$ cat src/hdl/char_lcd_nibble_writer_defines.svh
// ----------------------------------------------------------------------------
// Character-LCD nibble writer: assertion macros
// Shared macros for the concurrent checks of the block.
// ----------------------------------------------------------------------------
`ifndef CHAR_LCD_NIBBLE_WRITER_DEFINES_SVH
`define CHAR_LCD_NIBBLE_WRITER_DEFINES_SVH

// The consequent must hold in the same cycle as the antecedent.
`define CLN_ASSERT_SAME(lbl, clk, rst, ante, cons, msg) \
  lbl: assert property (@(posedge clk) disable iff (rst) (ante) |-> (cons)) \
    else $error(msg);

// The consequent must hold in the cycle after the antecedent.
`define CLN_ASSERT_NEXT(lbl, clk, rst, ante, cons, msg) \
  lbl: assert property (@(posedge clk) disable iff (rst) (ante) |=> (cons)) \
    else $error(msg);

`endif

$ cat src/hdl/cln_pkg.sv
// ----------------------------------------------------------------------------
// Character-LCD nibble writer: package
// Command codes, instruction bytes, the job record and the init sequence.
// ----------------------------------------------------------------------------
`default_nettype none

package cln_pkg;

  // Default wrap length for rows that are not four-row addressed.
  localparam int LineLengthDefault = 40;

  // Command codes.
  localparam logic [2:0] OpInit      = 3'd0;
  localparam logic [2:0] OpClear     = 3'd1;
  localparam logic [2:0] OpCursorOn  = 3'd2;
  localparam logic [2:0] OpCursorOff = 3'd3;
  localparam logic [2:0] OpGoto      = 3'd4;
  localparam logic [2:0] OpPut       = 3'd5;

  // Configuration register indexes.
  localparam logic [0:0] CfgRowCount    = 1'b0;
  localparam logic [0:0] CfgColumnCount = 1'b1;

  // Configuration reset values.
  localparam logic [2:0] RowCountReset    = 3'd2;
  localparam logic [5:0] ColumnCountReset = 6'd16;

  // Controller instruction bytes.
  localparam logic [7:0] CmdClear      = 8'h01;
  localparam logic [7:0] CmdEntryMode  = 8'h06;
  localparam logic [7:0] CmdDisplayOff = 8'h08;
  localparam logic [7:0] CmdCursorOff  = 8'h0C;
  localparam logic [7:0] CmdCursorOn   = 8'h0E;
  localparam logic [7:0] CmdFuncNarrow = 8'h20;
  localparam logic [7:0] CmdFuncWide   = 8'h28;
  localparam logic [7:0] CmdSetAddr    = 8'h80;
  localparam logic [6:0] RowOffset     = 7'h40;

  // Init emits one pass of fourteen nibbles twice.
  localparam logic [4:0] InitPass  = 5'd14;
  localparam logic [4:0] InitLast  = 5'd27;
  localparam logic [4:0] OneByteLast = 5'd1;
  localparam logic [4:0] TwoByteLast = 5'd3;

  // Depth of the queue between front and back.
  localparam int QueueDepth = 2;

  // One unit of work for the back end.
  typedef struct packed {
    logic       init;        // emit the init sequence
    logic       fs_wide;     // init uses the two-line function set
    logic       data_first;  // first byte goes to the data register
    logic       two;         // a second byte (instruction) follows
    logic [7:0] byte_a;
    logic [7:0] byte_b;
  } job_t;

  // Nibble at a given step of the init sequence.
  function automatic logic [3:0] init_nibble(input logic [4:0] step, input logic fs_wide);
    logic [4:0] pos;
    logic [7:0] fs;
    logic [3:0] n;
    pos = (step >= InitPass) ? step - InitPass : step;
    fs  = fs_wide ? CmdFuncWide : CmdFuncNarrow;
    unique case (pos)
      5'd0, 5'd1, 5'd2: n = 4'h3;
      5'd3:  n = 4'h2;
      5'd4:  n = fs[7:4];
      5'd5:  n = fs[3:0];
      5'd6:  n = CmdDisplayOff[7:4];
      5'd7:  n = CmdDisplayOff[3:0];
      5'd8:  n = CmdClear[7:4];
      5'd9:  n = CmdClear[3:0];
      5'd10: n = CmdEntryMode[7:4];
      5'd11: n = CmdEntryMode[3:0];
      5'd12: n = CmdCursorOff[7:4];
      5'd13: n = CmdCursorOff[3:0];
      default: n = 4'h0;
    endcase
    return n;
  endfunction

endpackage

`default_nettype wire

$ cat src/hdl/cln_cmd_if.sv
// ----------------------------------------------------------------------------
// Character-LCD nibble writer: command channel
// Valid/ready channel carrying one display command per transfer.
// ----------------------------------------------------------------------------
`default_nettype none

interface cln_cmd_if;
  logic       valid;
  logic       ready;
  logic [2:0] op;
  logic [7:0] char_code;
  logic [5:0] target_column;
  logic [1:0] target_row;

  modport source (output valid, op, char_code, target_column, target_row, input ready);
  modport sink   (input valid, op, char_code, target_column, target_row, output ready);
endinterface

`default_nettype wire

$ cat src/hdl/cln_nib_if.sv
// ----------------------------------------------------------------------------
// Character-LCD nibble writer: nibble channel
// Valid/ready channel carrying one bus nibble write per transfer.
// ----------------------------------------------------------------------------
`default_nettype none

interface cln_nib_if;
  logic       valid;
  logic       ready;
  logic       reg_select;
  logic [3:0] nibble;
  logic       last;

  modport source (output valid, reg_select, nibble, last, input ready);
  modport sink   (input valid, reg_select, nibble, last, output ready);
endinterface

`default_nettype wire

$ cat src/hdl/cln_cfg_if.sv
// ----------------------------------------------------------------------------
// Character-LCD nibble writer: configuration channel
// Valid/ready write channel with a register index and write data.
// ----------------------------------------------------------------------------
`default_nettype none

interface cln_cfg_if;
  logic       valid;
  logic       ready;
  logic [0:0] index;
  logic [5:0] data;

  modport source (output valid, index, data, input ready);
  modport sink   (input valid, index, data, output ready);
endinterface

`default_nettype wire

$ cat src/hdl/cln_front.sv
// ----------------------------------------------------------------------------
// Character-LCD nibble writer: front end
// Holds configuration and the tracked cursor, turns each command into a job.
// ----------------------------------------------------------------------------
`default_nettype none

module cln_front #(
  parameter int LINE_LENGTH = cln_pkg::LineLengthDefault
) (
  input  logic          clk,
  input  logic          rst,
  cln_cmd_if.sink       cmd,
  cln_cfg_if.sink       cfg,
  input  logic          q_ready,
  output logic          push,
  output cln_pkg::job_t push_job
);

  localparam logic [6:0] LineLen = 7'(LINE_LENGTH);

  logic [2:0] row_count;
  logic [5:0] column_count;
  logic [1:0] cursor_row;
  logic [5:0] cursor_column;

  logic       accept;
  logic       rows2;
  logic       rows4;
  logic [6:0] next_col;
  logic       put_goto;
  logic [5:0] g_col;
  logic [1:0] g_row;
  logic [6:0] offset;
  logic [6:0] addr;
  logic [7:0] goto_byte;

  assign cfg.ready = 1'b1;
  assign cmd.ready = q_ready;
  assign accept    = cmd.valid && q_ready;

  assign rows2    = (row_count == 3'd2);
  assign rows4    = (row_count == 3'd4);
  assign next_col = {1'b0, cursor_column} + 7'd1;

  // Goto target and whether a put needs to re-address the display.
  always_comb begin
    put_goto = 1'b0;
    g_col    = cmd.target_column;
    g_row    = cmd.target_row;
    if (cmd.op == cln_pkg::OpPut) begin
      if (rows4) begin
        put_goto = (next_col >= {1'b0, column_count});
        g_col    = 6'd0;
        g_row    = cursor_row + 2'd1;
      end else if (rows2) begin
        put_goto = (next_col >= LineLen);
        g_col    = 6'd0;
        g_row    = (cursor_row != 2'd0) ? 2'd0 : 2'd1;
      end else begin
        put_goto = 1'b1;
        g_col    = (next_col >= LineLen) ? 6'd0 : next_col[5:0];
        g_row    = cursor_row;
      end
    end
  end

  // Display-RAM address of the goto target.
  always_comb begin
    offset = 7'd0;
    if (rows2) begin
      offset = (g_row != 2'd0) ? cln_pkg::RowOffset : 7'd0;
    end else if (rows4) begin
      case (g_row)
        2'd1:    offset = cln_pkg::RowOffset;
        2'd2:    offset = {1'b0, column_count};
        2'd3:    offset = cln_pkg::RowOffset | {1'b0, column_count};
        default: offset = 7'd0;
      endcase
    end
    addr      = {1'b0, g_col} + offset;
    goto_byte = cln_pkg::CmdSetAddr | {1'b0, addr};
  end

  // Job record for the back end.
  always_comb begin
    push_job = '0;
    push     = 1'b0;
    unique case (cmd.op)
      cln_pkg::OpInit: begin
        push_job.init    = 1'b1;
        push_job.fs_wide = rows2 || rows4;
        push             = accept;
      end
      cln_pkg::OpClear: begin
        push_job.byte_a = cln_pkg::CmdClear;
        push            = accept;
      end
      cln_pkg::OpCursorOn: begin
        push_job.byte_a = cln_pkg::CmdCursorOn;
        push            = accept;
      end
      cln_pkg::OpCursorOff: begin
        push_job.byte_a = cln_pkg::CmdCursorOff;
        push            = accept;
      end
      cln_pkg::OpGoto: begin
        push_job.byte_a = goto_byte;
        push            = accept;
      end
      cln_pkg::OpPut: begin
        push_job.data_first = 1'b1;
        push_job.byte_a     = cmd.char_code;
        push_job.two        = put_goto;
        push_job.byte_b     = goto_byte;
        push                = accept;
      end
      default: begin
        push = 1'b0;
      end
    endcase
  end

  // Configuration registers.
  always_ff @(posedge clk) begin
    if (rst) begin
      row_count    <= cln_pkg::RowCountReset;
      column_count <= cln_pkg::ColumnCountReset;
    end else if (cfg.valid) begin
      unique case (cfg.index)
        cln_pkg::CfgRowCount:    row_count    <= cfg.data[2:0];
        cln_pkg::CfgColumnCount: column_count <= cfg.data;
      endcase
    end
  end

  // Tracked cursor, updated when a command is transferred.
  always_ff @(posedge clk) begin
    if (rst) begin
      cursor_row    <= 2'd0;
      cursor_column <= 6'd0;
    end else if (accept) begin
      if (cmd.op == cln_pkg::OpInit) begin
        cursor_row    <= 2'd0;
        cursor_column <= 6'd0;
      end else if (cmd.op == cln_pkg::OpGoto || (cmd.op == cln_pkg::OpPut && put_goto)) begin
        cursor_row    <= g_row;
        cursor_column <= g_col;
      end else if (cmd.op == cln_pkg::OpPut) begin
        cursor_column <= next_col[5:0];
      end
    end
  end

endmodule

`default_nettype wire

$ cat src/hdl/cln_queue.sv
// ----------------------------------------------------------------------------
// Character-LCD nibble writer: job queue
// Small first-in first-out buffer between the front and back ends.
// ----------------------------------------------------------------------------
`default_nettype none

module cln_queue (
  input  logic          clk,
  input  logic          rst,
  input  logic          push,
  input  cln_pkg::job_t push_job,
  output logic          in_ready,
  output logic          q_valid,
  output cln_pkg::job_t q_job,
  input  logic          pop
);

  localparam int PtrW = (cln_pkg::QueueDepth > 1) ? $clog2(cln_pkg::QueueDepth) : 1;
  localparam int CntW = $clog2(cln_pkg::QueueDepth + 1);
  localparam logic [CntW-1:0] Full = CntW'(cln_pkg::QueueDepth);
  localparam logic [PtrW-1:0] LastSlot = PtrW'(cln_pkg::QueueDepth - 1);

  cln_pkg::job_t   slots [cln_pkg::QueueDepth];
  logic [PtrW-1:0] wr_ptr;
  logic [PtrW-1:0] rd_ptr;
  logic [CntW-1:0] count;

  assign in_ready = (count != Full);
  assign q_valid  = (count != '0);
  assign q_job    = slots[rd_ptr];

  // Storage write.
  always_ff @(posedge clk) begin
    if (push) begin
      slots[wr_ptr] <= push_job;
    end
  end

  // Pointers and fill count.
  always_ff @(posedge clk) begin
    if (rst) begin
      wr_ptr <= '0;
      rd_ptr <= '0;
      count  <= '0;
    end else begin
      if (push) begin
        wr_ptr <= (wr_ptr == LastSlot) ? '0 : wr_ptr + PtrW'(1);
      end
      if (pop) begin
        rd_ptr <= (rd_ptr == LastSlot) ? '0 : rd_ptr + PtrW'(1);
      end
      if (push && !pop) begin
        count <= count + CntW'(1);
      end else if (pop && !push) begin
        count <= count - CntW'(1);
      end
    end
  end

endmodule

`default_nettype wire

$ cat src/hdl/cln_back.sv
// ----------------------------------------------------------------------------
// Character-LCD nibble writer: back end
// Steps through the current job and emits one nibble per cycle unless stalled.
// ----------------------------------------------------------------------------
`default_nettype none
`include "char_lcd_nibble_writer_defines.svh"

module cln_back (
  input  logic          clk,
  input  logic          rst,
  input  logic          q_valid,
  input  cln_pkg::job_t q_job,
  output logic          pop,
  cln_nib_if.source     nib
);

  cln_pkg::job_t cur;
  logic          have;
  logic [4:0]    idx;

  logic          advance;
  logic          last;
  logic          rs;
  logic [3:0]    nib_val;
  logic [7:0]    sel_byte;

  // The output register may be loaded when empty or being drained.
  assign advance = !nib.valid || nib.ready;

  // Nibble for the current step of the job.
  always_comb begin
    sel_byte = idx[1] ? cur.byte_b : cur.byte_a;
    if (cur.init) begin
      rs      = 1'b0;
      nib_val = cln_pkg::init_nibble(idx, cur.fs_wide);
      last    = (idx == cln_pkg::InitLast);
    end else begin
      rs      = cur.data_first && !idx[1];
      nib_val = idx[0] ? sel_byte[3:0] : sel_byte[7:4];
      last    = cur.two ? (idx == cln_pkg::TwoByteLast) : (idx == cln_pkg::OneByteLast);
    end
  end

  assign pop = q_valid && (!have || (advance && last));

  // Job sequencing.
  always_ff @(posedge clk) begin
    if (rst) begin
      have      <= 1'b0;
      idx       <= 5'd0;
      nib.valid <= 1'b0;
    end else begin
      if (advance) begin
        nib.valid <= have;
      end
      if (have && advance && !last) begin
        idx <= idx + 5'd1;
      end else if (pop) begin
        have <= 1'b1;
        idx  <= 5'd0;
      end else if (have && advance && last) begin
        have <= 1'b0;
        idx  <= 5'd0;
      end
    end
  end

  // Current job record.
  always_ff @(posedge clk) begin
    if (pop) begin
      cur <= q_job;
    end
  end

  // Output payload register.
  always_ff @(posedge clk) begin
    if (advance && have) begin
      nib.reg_select <= rs;
      nib.nibble     <= nib_val;
      nib.last       <= last;
    end
  end

  `CLN_ASSERT_SAME(a_idle_idx_zero, clk, rst, !have, idx == 5'd0, "step count not clear while idle")
  `CLN_ASSERT_SAME(a_byte_job_len, clk, rst, have && !cur.init, idx <= cln_pkg::TwoByteLast, "byte job ran past its length")
  `CLN_ASSERT_SAME(a_init_len, clk, rst, have && cur.init, idx <= cln_pkg::InitLast, "init job ran past its length")
  `CLN_ASSERT_NEXT(a_pop_loads, clk, rst, pop, have && idx == 5'd0, "job taken from queue was not started")

endmodule

`default_nettype wire

$ cat src/hdl/char_lcd_nibble_writer.sv
// ----------------------------------------------------------------------------
// Character-LCD nibble writer: top level
// Turns display commands into 4-bit bus writes for a character LCD.
// ----------------------------------------------------------------------------
// Usage:
//   cmd  - command transfers: init, clear, cursor on/off, goto, put character.
//   nib  - nibble transfers, high nibble first; reg_select marks data writes
//          and last marks the final nibble caused by a command.
//   cfg  - register writes: index 0 row count, index 1 column count. Write
//          only while no command is in flight.
// A command passes the job queue and current-job register before its first
// nibble is registered at the output. The back end emits one nibble per cycle
// while jobs wait and the receiver is ready: two nibbles for clear, cursor
// and goto, two or four for a put (four when the put re-addresses the
// display), 28 for init. Unknown codes are taken and dropped. A two-entry
// job queue lets commands be taken while earlier ones are still being written
// out. Reset clears the queue and output, sets row count 2, column count 16
// and the cursor to row 0, column 0. When the receiver stalls, the current
// nibble holds and the front keeps taking commands until the queue fills.
// ----------------------------------------------------------------------------
`default_nettype none

module char_lcd_nibble_writer #(
  parameter int LINE_LENGTH = cln_pkg::LineLengthDefault
) (
  input  logic      clk,
  input  logic      rst,
  cln_cmd_if.sink   cmd,
  cln_nib_if.source nib,
  cln_cfg_if.sink   cfg
);

  logic          push;
  cln_pkg::job_t push_job;
  logic          q_ready;
  logic          q_valid;
  cln_pkg::job_t q_job;
  logic          pop;

  // Command decode, configuration and cursor tracking.
  cln_front #(
    .LINE_LENGTH(LINE_LENGTH)
  ) u_front (
    .clk     (clk),
    .rst     (rst),
    .cmd     (cmd),
    .cfg     (cfg),
    .q_ready (q_ready),
    .push    (push),
    .push_job(push_job)
  );

  // Job buffer between the two halves.
  cln_queue u_queue (
    .clk     (clk),
    .rst     (rst),
    .push    (push),
    .push_job(push_job),
    .in_ready(q_ready),
    .q_valid (q_valid),
    .q_job   (q_job),
    .pop     (pop)
  );

  // Nibble sequencer and output register.
  cln_back u_back (
    .clk    (clk),
    .rst    (rst),
    .q_valid(q_valid),
    .q_job  (q_job),
    .pop    (pop),
    .nib    (nib)
  );

endmodule

`default_nettype wire
$ cat src/flat_wrapper.sv
// flat-port wrapper written by rule: the top's interface ports become plain ports
module char_lcd_nibble_writer_flat 
#(
  parameter int LINE_LENGTH = cln_pkg::LineLengthDefault
)
  (clk, rst, cmd_valid, cmd_op, cmd_char_code, cmd_target_column, cmd_target_row, cmd_ready, nib_valid, nib_reg_select, nib_nibble, nib_last, nib_ready, cfg_valid, cfg_index, cfg_data, cfg_ready);
  cln_cmd_if cmd_i ();
  cln_nib_if nib_i ();
  cln_cfg_if cfg_i ();
  input  logic clk;
  input  logic rst;
  input wire logic [$bits(cmd_i.valid)-1:0] cmd_valid;
  input wire logic [$bits(cmd_i.op)-1:0] cmd_op;
  input wire logic [$bits(cmd_i.char_code)-1:0] cmd_char_code;
  input wire logic [$bits(cmd_i.target_column)-1:0] cmd_target_column;
  input wire logic [$bits(cmd_i.target_row)-1:0] cmd_target_row;
  output wire logic [$bits(cmd_i.ready)-1:0] cmd_ready;
  output wire logic [$bits(nib_i.valid)-1:0] nib_valid;
  output wire logic [$bits(nib_i.reg_select)-1:0] nib_reg_select;
  output wire logic [$bits(nib_i.nibble)-1:0] nib_nibble;
  output wire logic [$bits(nib_i.last)-1:0] nib_last;
  input wire logic [$bits(nib_i.ready)-1:0] nib_ready;
  input wire logic [$bits(cfg_i.valid)-1:0] cfg_valid;
  input wire logic [$bits(cfg_i.index)-1:0] cfg_index;
  input wire logic [$bits(cfg_i.data)-1:0] cfg_data;
  output wire logic [$bits(cfg_i.ready)-1:0] cfg_ready;
  assign cmd_i.valid = cmd_valid;
  assign cmd_i.op = cmd_op;
  assign cmd_i.char_code = cmd_char_code;
  assign cmd_i.target_column = cmd_target_column;
  assign cmd_i.target_row = cmd_target_row;
  assign cmd_ready = cmd_i.ready;
  assign nib_valid = nib_i.valid;
  assign nib_reg_select = nib_i.reg_select;
  assign nib_nibble = nib_i.nibble;
  assign nib_last = nib_i.last;
  assign nib_i.ready = nib_ready;
  assign cfg_i.valid = cfg_valid;
  assign cfg_i.index = cfg_index;
  assign cfg_i.data = cfg_data;
  assign cfg_ready = cfg_i.ready;
  char_lcd_nibble_writer #(.LINE_LENGTH(LINE_LENGTH)) u_core (.clk(clk), .rst(rst), .cmd(cmd_i), .nib(nib_i), .cfg(cfg_i));
endmodule
$ cat config.mk
export PLATFORM = sky130hd
export DESIGN_NAME = char_lcd_nibble_writer_flat
export DESIGN_NICKNAME = d
export VERILOG_FILES = /design/src/hdl/cln_pkg.sv /design/src/hdl/cln_cmd_if.sv /design/src/hdl/cln_nib_if.sv /design/src/hdl/cln_cfg_if.sv /design/src/hdl/cln_front.sv /design/src/hdl/cln_queue.sv /design/src/hdl/cln_back.sv /design/src/hdl/char_lcd_nibble_writer.sv /design/src/flat_wrapper.sv
export VERILOG_INCLUDE_DIRS = /design/src /design/src/hdl
export SDC_FILE = /design/constraint.sdc
export NUM_CORES = 1
export LEC_CHECK = 0
export BUFFER_PORTS_ARGS = -buffer_cell sky130_fd_sc_hd__buf_2
export CORE_UTILIZATION = 64
export DETAILED_ROUTE_END_ITERATION = 10
export PLACE_DENSITY = 0.9
export REMOVE_ABC_BUFFERS = 1
export SYNTH_ARGS = -nofsm -noshare
export SYNTH_HDL_FRONTEND = slang
export SYNTH_SLANG_ARGS = --single-unit
$ cat constraint.sdc
create_clock -name clk -period 9.55 [get_ports clk]
set_input_delay 1.91 -clock clk [delete_from_list [all_inputs] [get_ports clk]]
set_output_delay 1.91 -clock clk [all_outputs]
set_load 0.05 [all_outputs]
Word level (Yosys, flattened, before mapping)
Memories as Yosys holds them, arrays and structs flattened. A register that Yosys moved wholly into a read port is not among the register bits.
Index checks and enable logic that the tools add are counted.

operators by class
  $add $sub $neg = 9
  order comparisons = 3
  equal/unequal tests = 23
  mux-type cells = 44
  bitwise operators = 2
  reduce and logical (&&, ||, !) cells = 37

operators with widths
  operator               count
  $mux W6                7
  $pmux W8 S5            1
  $pmux W4 S8            1
  $mux W7                3
  $pmux W7 S3            1
  $mux W5                4
  $mux W2                9
  $mux W8                2
  $eq A5 B2 Y1 const B   3
  $eq A5 B3 Y1 const B   3
  $eq A5 B4 Y1 const B   3
  $mux W1                13
  $mux W4                3
  $reduce_bool A2 Y1     6
  $eq A5 B1 Y1 const B   2
  $logic_and A1 B1 Y1    10
  $reduce_and A2 Y1      5
  $eq A3 B2 Y1 const B   3
  $eq A3 B3 Y1 const B   3
  $add A6 B1 Y7 const B  1
  $add A6 B7 Y7          1
  $ge A7 B6 Y1           1
  $ge A7 B6 Y1 const B   1
  $logic_not A1 Y1       6
  other kinds (18)       26

word-level totals
  flip-flop bits (word level) = 34
  bits in writable memories = 40
  input port bits = 31
  output and inout bits = 9
  word-level logic and storage cells = 132
  memories = 1

memories
  memory                words  width  rd ports  clocked after memory_dff  wr ports  RTL line         source
  u_core.u_queue.slots  2      20     1         1                         1         cln_queue.sv:23  cln_pkg::job_t slots [cln_pkg::QueueDepth];

Longest topological paths before layout
  word-level depth = 11
  depth in mapped cells = 14

Modules after synthesis
Synthesis repeated with hierarchy kept, for this count alone.

unflattened totals
  cell total of the unflattened synthesis = 461
  area total of the unflattened synthesis = 5042.3 sq um

by module, submodules not included
  module     instances  cells each  area an instance (sq um)  seq. area each (sq um)
  cln_front  1          250         1836.8                    340.3
  cln_queue  1          84          1644.1                    1301.2
  cln_back   1          127         1561.5                    920.9

Worst setup path after synthesis
No wires, ideal clock.

  path type = input to register
  start = input port cmd_op[0]
  end = memory u_core.u_queue.slots[0][14] (netlist name) (data pin)
  setup time = 0.269 ns
  data arrival time = 4.091 ns
  required time = 9.281 ns
  setup slack = 5.190 ns
  stages on the path = 13
  path buffers = 1
  cells stage by stage = bufbuf_16 nand2_2 inv_2 nor2_1 a31oi_4 and3_2 ha_1 fa_1 a21o_1 a21oi_1 o21ai_0 xor2_1 a21oi_1

RTL lines
  item             RTL line            source
  start, declared  flat_wrapper.sv:13  input wire logic [$bits(cmd_i.op)-1:0] cmd_op;
  end, declared    cln_queue.sv:23

==> flow_metrics.env <==
export IMPL_drc_errors=0
export IMPL_antenna_found_initial=0
export IMPL_via_count=3314
export IMPL_clockRootBuffer="clkbuf_8"
export IMPL_die_h_um=88.6
export IMPL_whs_ps=483
export IMPL_final_cell_mix="edfxtp_1 (63), buf_2 (38), nor2_1 (35)"
export IMPL_hold_violations=0
export IMPL_p_leak_nw=2.01
export IMPL_status="complete, no violations"
export IMPL_dieWidth_um=88.6
export IMPL_port_buffers=38
export IMPL_ys_seq_elements=91
export IMPL_finalWirelength_um=9340
export IMPL_wl_per_cell_um=16.7
export IMPL_min_period_over_period_pct=48.7
export IMPL_clkSinkCount=91
export IMPL_slew_viol_final=0
export IMPL_track_usage_pct=25.5
export IMPL_synth_edf_count=63
export IMPL_clk_insertion_delay_late_ps=360
export IMPL_yosys_most_used_dff="edfxtp_1"
export IMPL_power_density_nw_per_um2=213
export IMPL_ys_seq_area_share_pct=51.1
export IMPL_initial_utilization_pct=66.2
export IMPL_reg2regPathDepth=13
export IMPL_worst_ep_arrival_time_ps=4750
export IMPL_hold_depth=2
export IMPL_grt_max_degree=24
export IMPL_synthArstFlopShare_pct=0
export IMPL_final_layout_size_suffix_gt1_share_pct=23.4
export IMPL_synth_avg_cell_area_um2=11.5
export IMPL_grt_pass1_wl_um=14900
export IMPL_synth_top_area_share_pct=39.4
export IMPL_rows=31
export IMPL_min_delay_start="u_core.u_front.column_count[5]"
export IMPL_placed_area_um2=5030
export IMPL_synthTopCellsByArea="edfxtp_1 (39%), dfxtp_1 (12%), ha_1 (4.7%), mux2_2 (4.5%), a21oi_1 (2.9%)"
export IMPL_slew_headroom_pct=39.3
export IMPL_critPathMaxFanout=13
export IMPL_total_power_w=0.00111
export IMPL_place_hpwl_um=7000
export IMPL_setup_tns_ps=0
export IMPL_ctsLongestPathBuffers=2
export IMPL_firstDrtPassIters=5
export IMPL_yosysWarnings=0
export IMPL_vias_per_cell=5.92
export IMPL_cts_htree_levels=3
export IMPL_maxCapViolCount=0
export IMPL_cts_resized=0
export IMPL_min_period_ps=4650
export IMPL_final_nets=506
export IMPL_final_common_cell="edfxtp_1"
export IMPL_grt_pass1_vias=3186
export IMPL_io_pins=40
export IMPL_synth_area_um2=4800
export IMPL_cts_tree="done"
export IMPL_cts_setup_buffers=0
export IMPL_worstSetupStartpointType="primary input"
export IMPL_die_area_um2=7850
export IMPL_yosys_area_top_type="edfxtp_1"
export IMPL_synth_distinct_cells=70
export IMPL_required_ps=9650
export IMPL_r2r_slack_ps=5990
export IMPL_routabilityCongestion=0.943
export IMPL_max_vdd_ir_drop_mv=0.0821
export IMPL_path_class="in -> reg"
export IMPL_fmax_mhz=215
export IMPL_core_area_um2=7250
export IMPL_numCtsBuffers=9
export IMPL_cp_startpoint="cmd_op[1]"
export IMPL_worst_pin_slew_ps=909
export IMPL_ctsHoldBuffers=0
export IMPL_grt_overflow_total=0
export IMPL_setup_viol=0
export IMPL_rsz0062_at_grt="no"
export IMPL_skew_ps=6.99
export IMPL_clk_pin_slew_worst_paths_ps=90
export IMPL_ant_nets=0
export IMPL_drt_initial_drc_count=114
export IMPL_hold_class="reg -> reg"
export IMPL_area_growth_pct=8.89
export IMPL_syn_inst=419
export IMPL_cp_end_kind="flip-flop"
export IMPL_diodes=0
export IMPL_timing_rr_start="u_core.u_front.cursor_column[0]"
export IMPL_stdcell_area_um2=5230
==> sequential cells by signal (all words and copies together) (netlist names) <==
register / count
u_core.u_back.nib.valid: 1
u_core.u_back.idx: 5
u_core.u_queue.rd_ptr: 1
u_core.u_queue.count: 2
u_core.u_back.cur: 19
u_core.u_front.row_count: 3
u_core.u_back.nib.reg_select: 1
u_core.u_front.column_count: 6
u_core.u_front.cursor_column: 6
u_core.u_queue.slots: 38
u_core.u_queue.wr_ptr: 1
u_core.u_back.nib.nibble: 4
u_core.u_back.have: 1
u_core.u_front.cursor_row: 2
u_core.u_back.nib.last: 1
==> critical path, cell delays in order <==
cell     delay, ps
buf_2          150
and2b_4        230
nand2_2        220
inv_2          160
nor2_1         220
a31oi_4         80
and3_2         240
ha_1           210
fa_1           410
a21o_1         170
a21oi_1        210
o21ai_0        160
xor2_1         260
a21oi_1        120
==> final timing paths <==
kind	endpoint
worst max-delay path	u_core.u_queue.slots[0][14]
worst min register to register	u_core.u_front.column_count[5]
worst max register to register	u_core.u_queue.slots[0][14]
worst min-delay path	u_core.u_front.column_count[5]
==> routing by layer <==
metal | vias to the layer above | GRT usage (%) | routed length [um]
met5 | - | 0 | 0
met4 | 0 | 10.6 | 283
met3 | 24 | 4.66 | 333
met2 | 96 | 45.2 | 4810
met1 | 1585 | 30.5 | 3910
li1 | 1609 | - | -
==> final cells by class <==
cell class,count,area [um^2]
clock buffers,10,149
well taps,99,124
multi-input cells,291,2170
flip-flops and latches,91,2450
clock inverters,6,42.5
fillers,522,2030
inverters,24,90.1
repair buffers,39,198
==> stage by stage <==
step	std cells	utilization (%)	worst slack, ps
after floorplan	406	-	5130
after global placement	544	69.4	4770
after detailed placement	544	69.4	4620
after CTS	560	72.1	4970
after global routing	560	72.1	4770
final	560	72.1	4900
==> synthesized netlist by cell type, drive strengths merged (6+ instances only) <==
| cell type | instances |
|---|---|
| a21oi | 29 |
| xnor2 | 11 |
| nor3b | 6 |
| nand2 | 32 |
| dfxtp | 28 |
| edfxtp | 63 |
| mux2 | 19 |
| ha | 18 |
| nand3 | 17 |
| and3 | 9 |
| mux2i | 8 |
| inv | 24 |
| o21ai | 19 |
| xor2 | 9 |
| nor2 | 36 |
| clkbuf | 9 |
==> report_power, final <==
part	switching (W)	internal [W]
Combinational	0.000168	0.000116
Sequential	0.0000529	0.000521
Clock	0.000141	0.000112
Total	0.000362	0.000748
==> logic make-up after synthesis <==
group	count (synthesis)	synth area share [%]
compound gates	89	13.7
buf+inv	37	3.68
xor+xnor	20	3.65
flops	91	51.1
mux	31	8.00
simple gates	131	14.7
fa+ha+maj	19	5.11
other cells	1	0.0781
No activity file was read; power rests on OpenSTA's default activity.
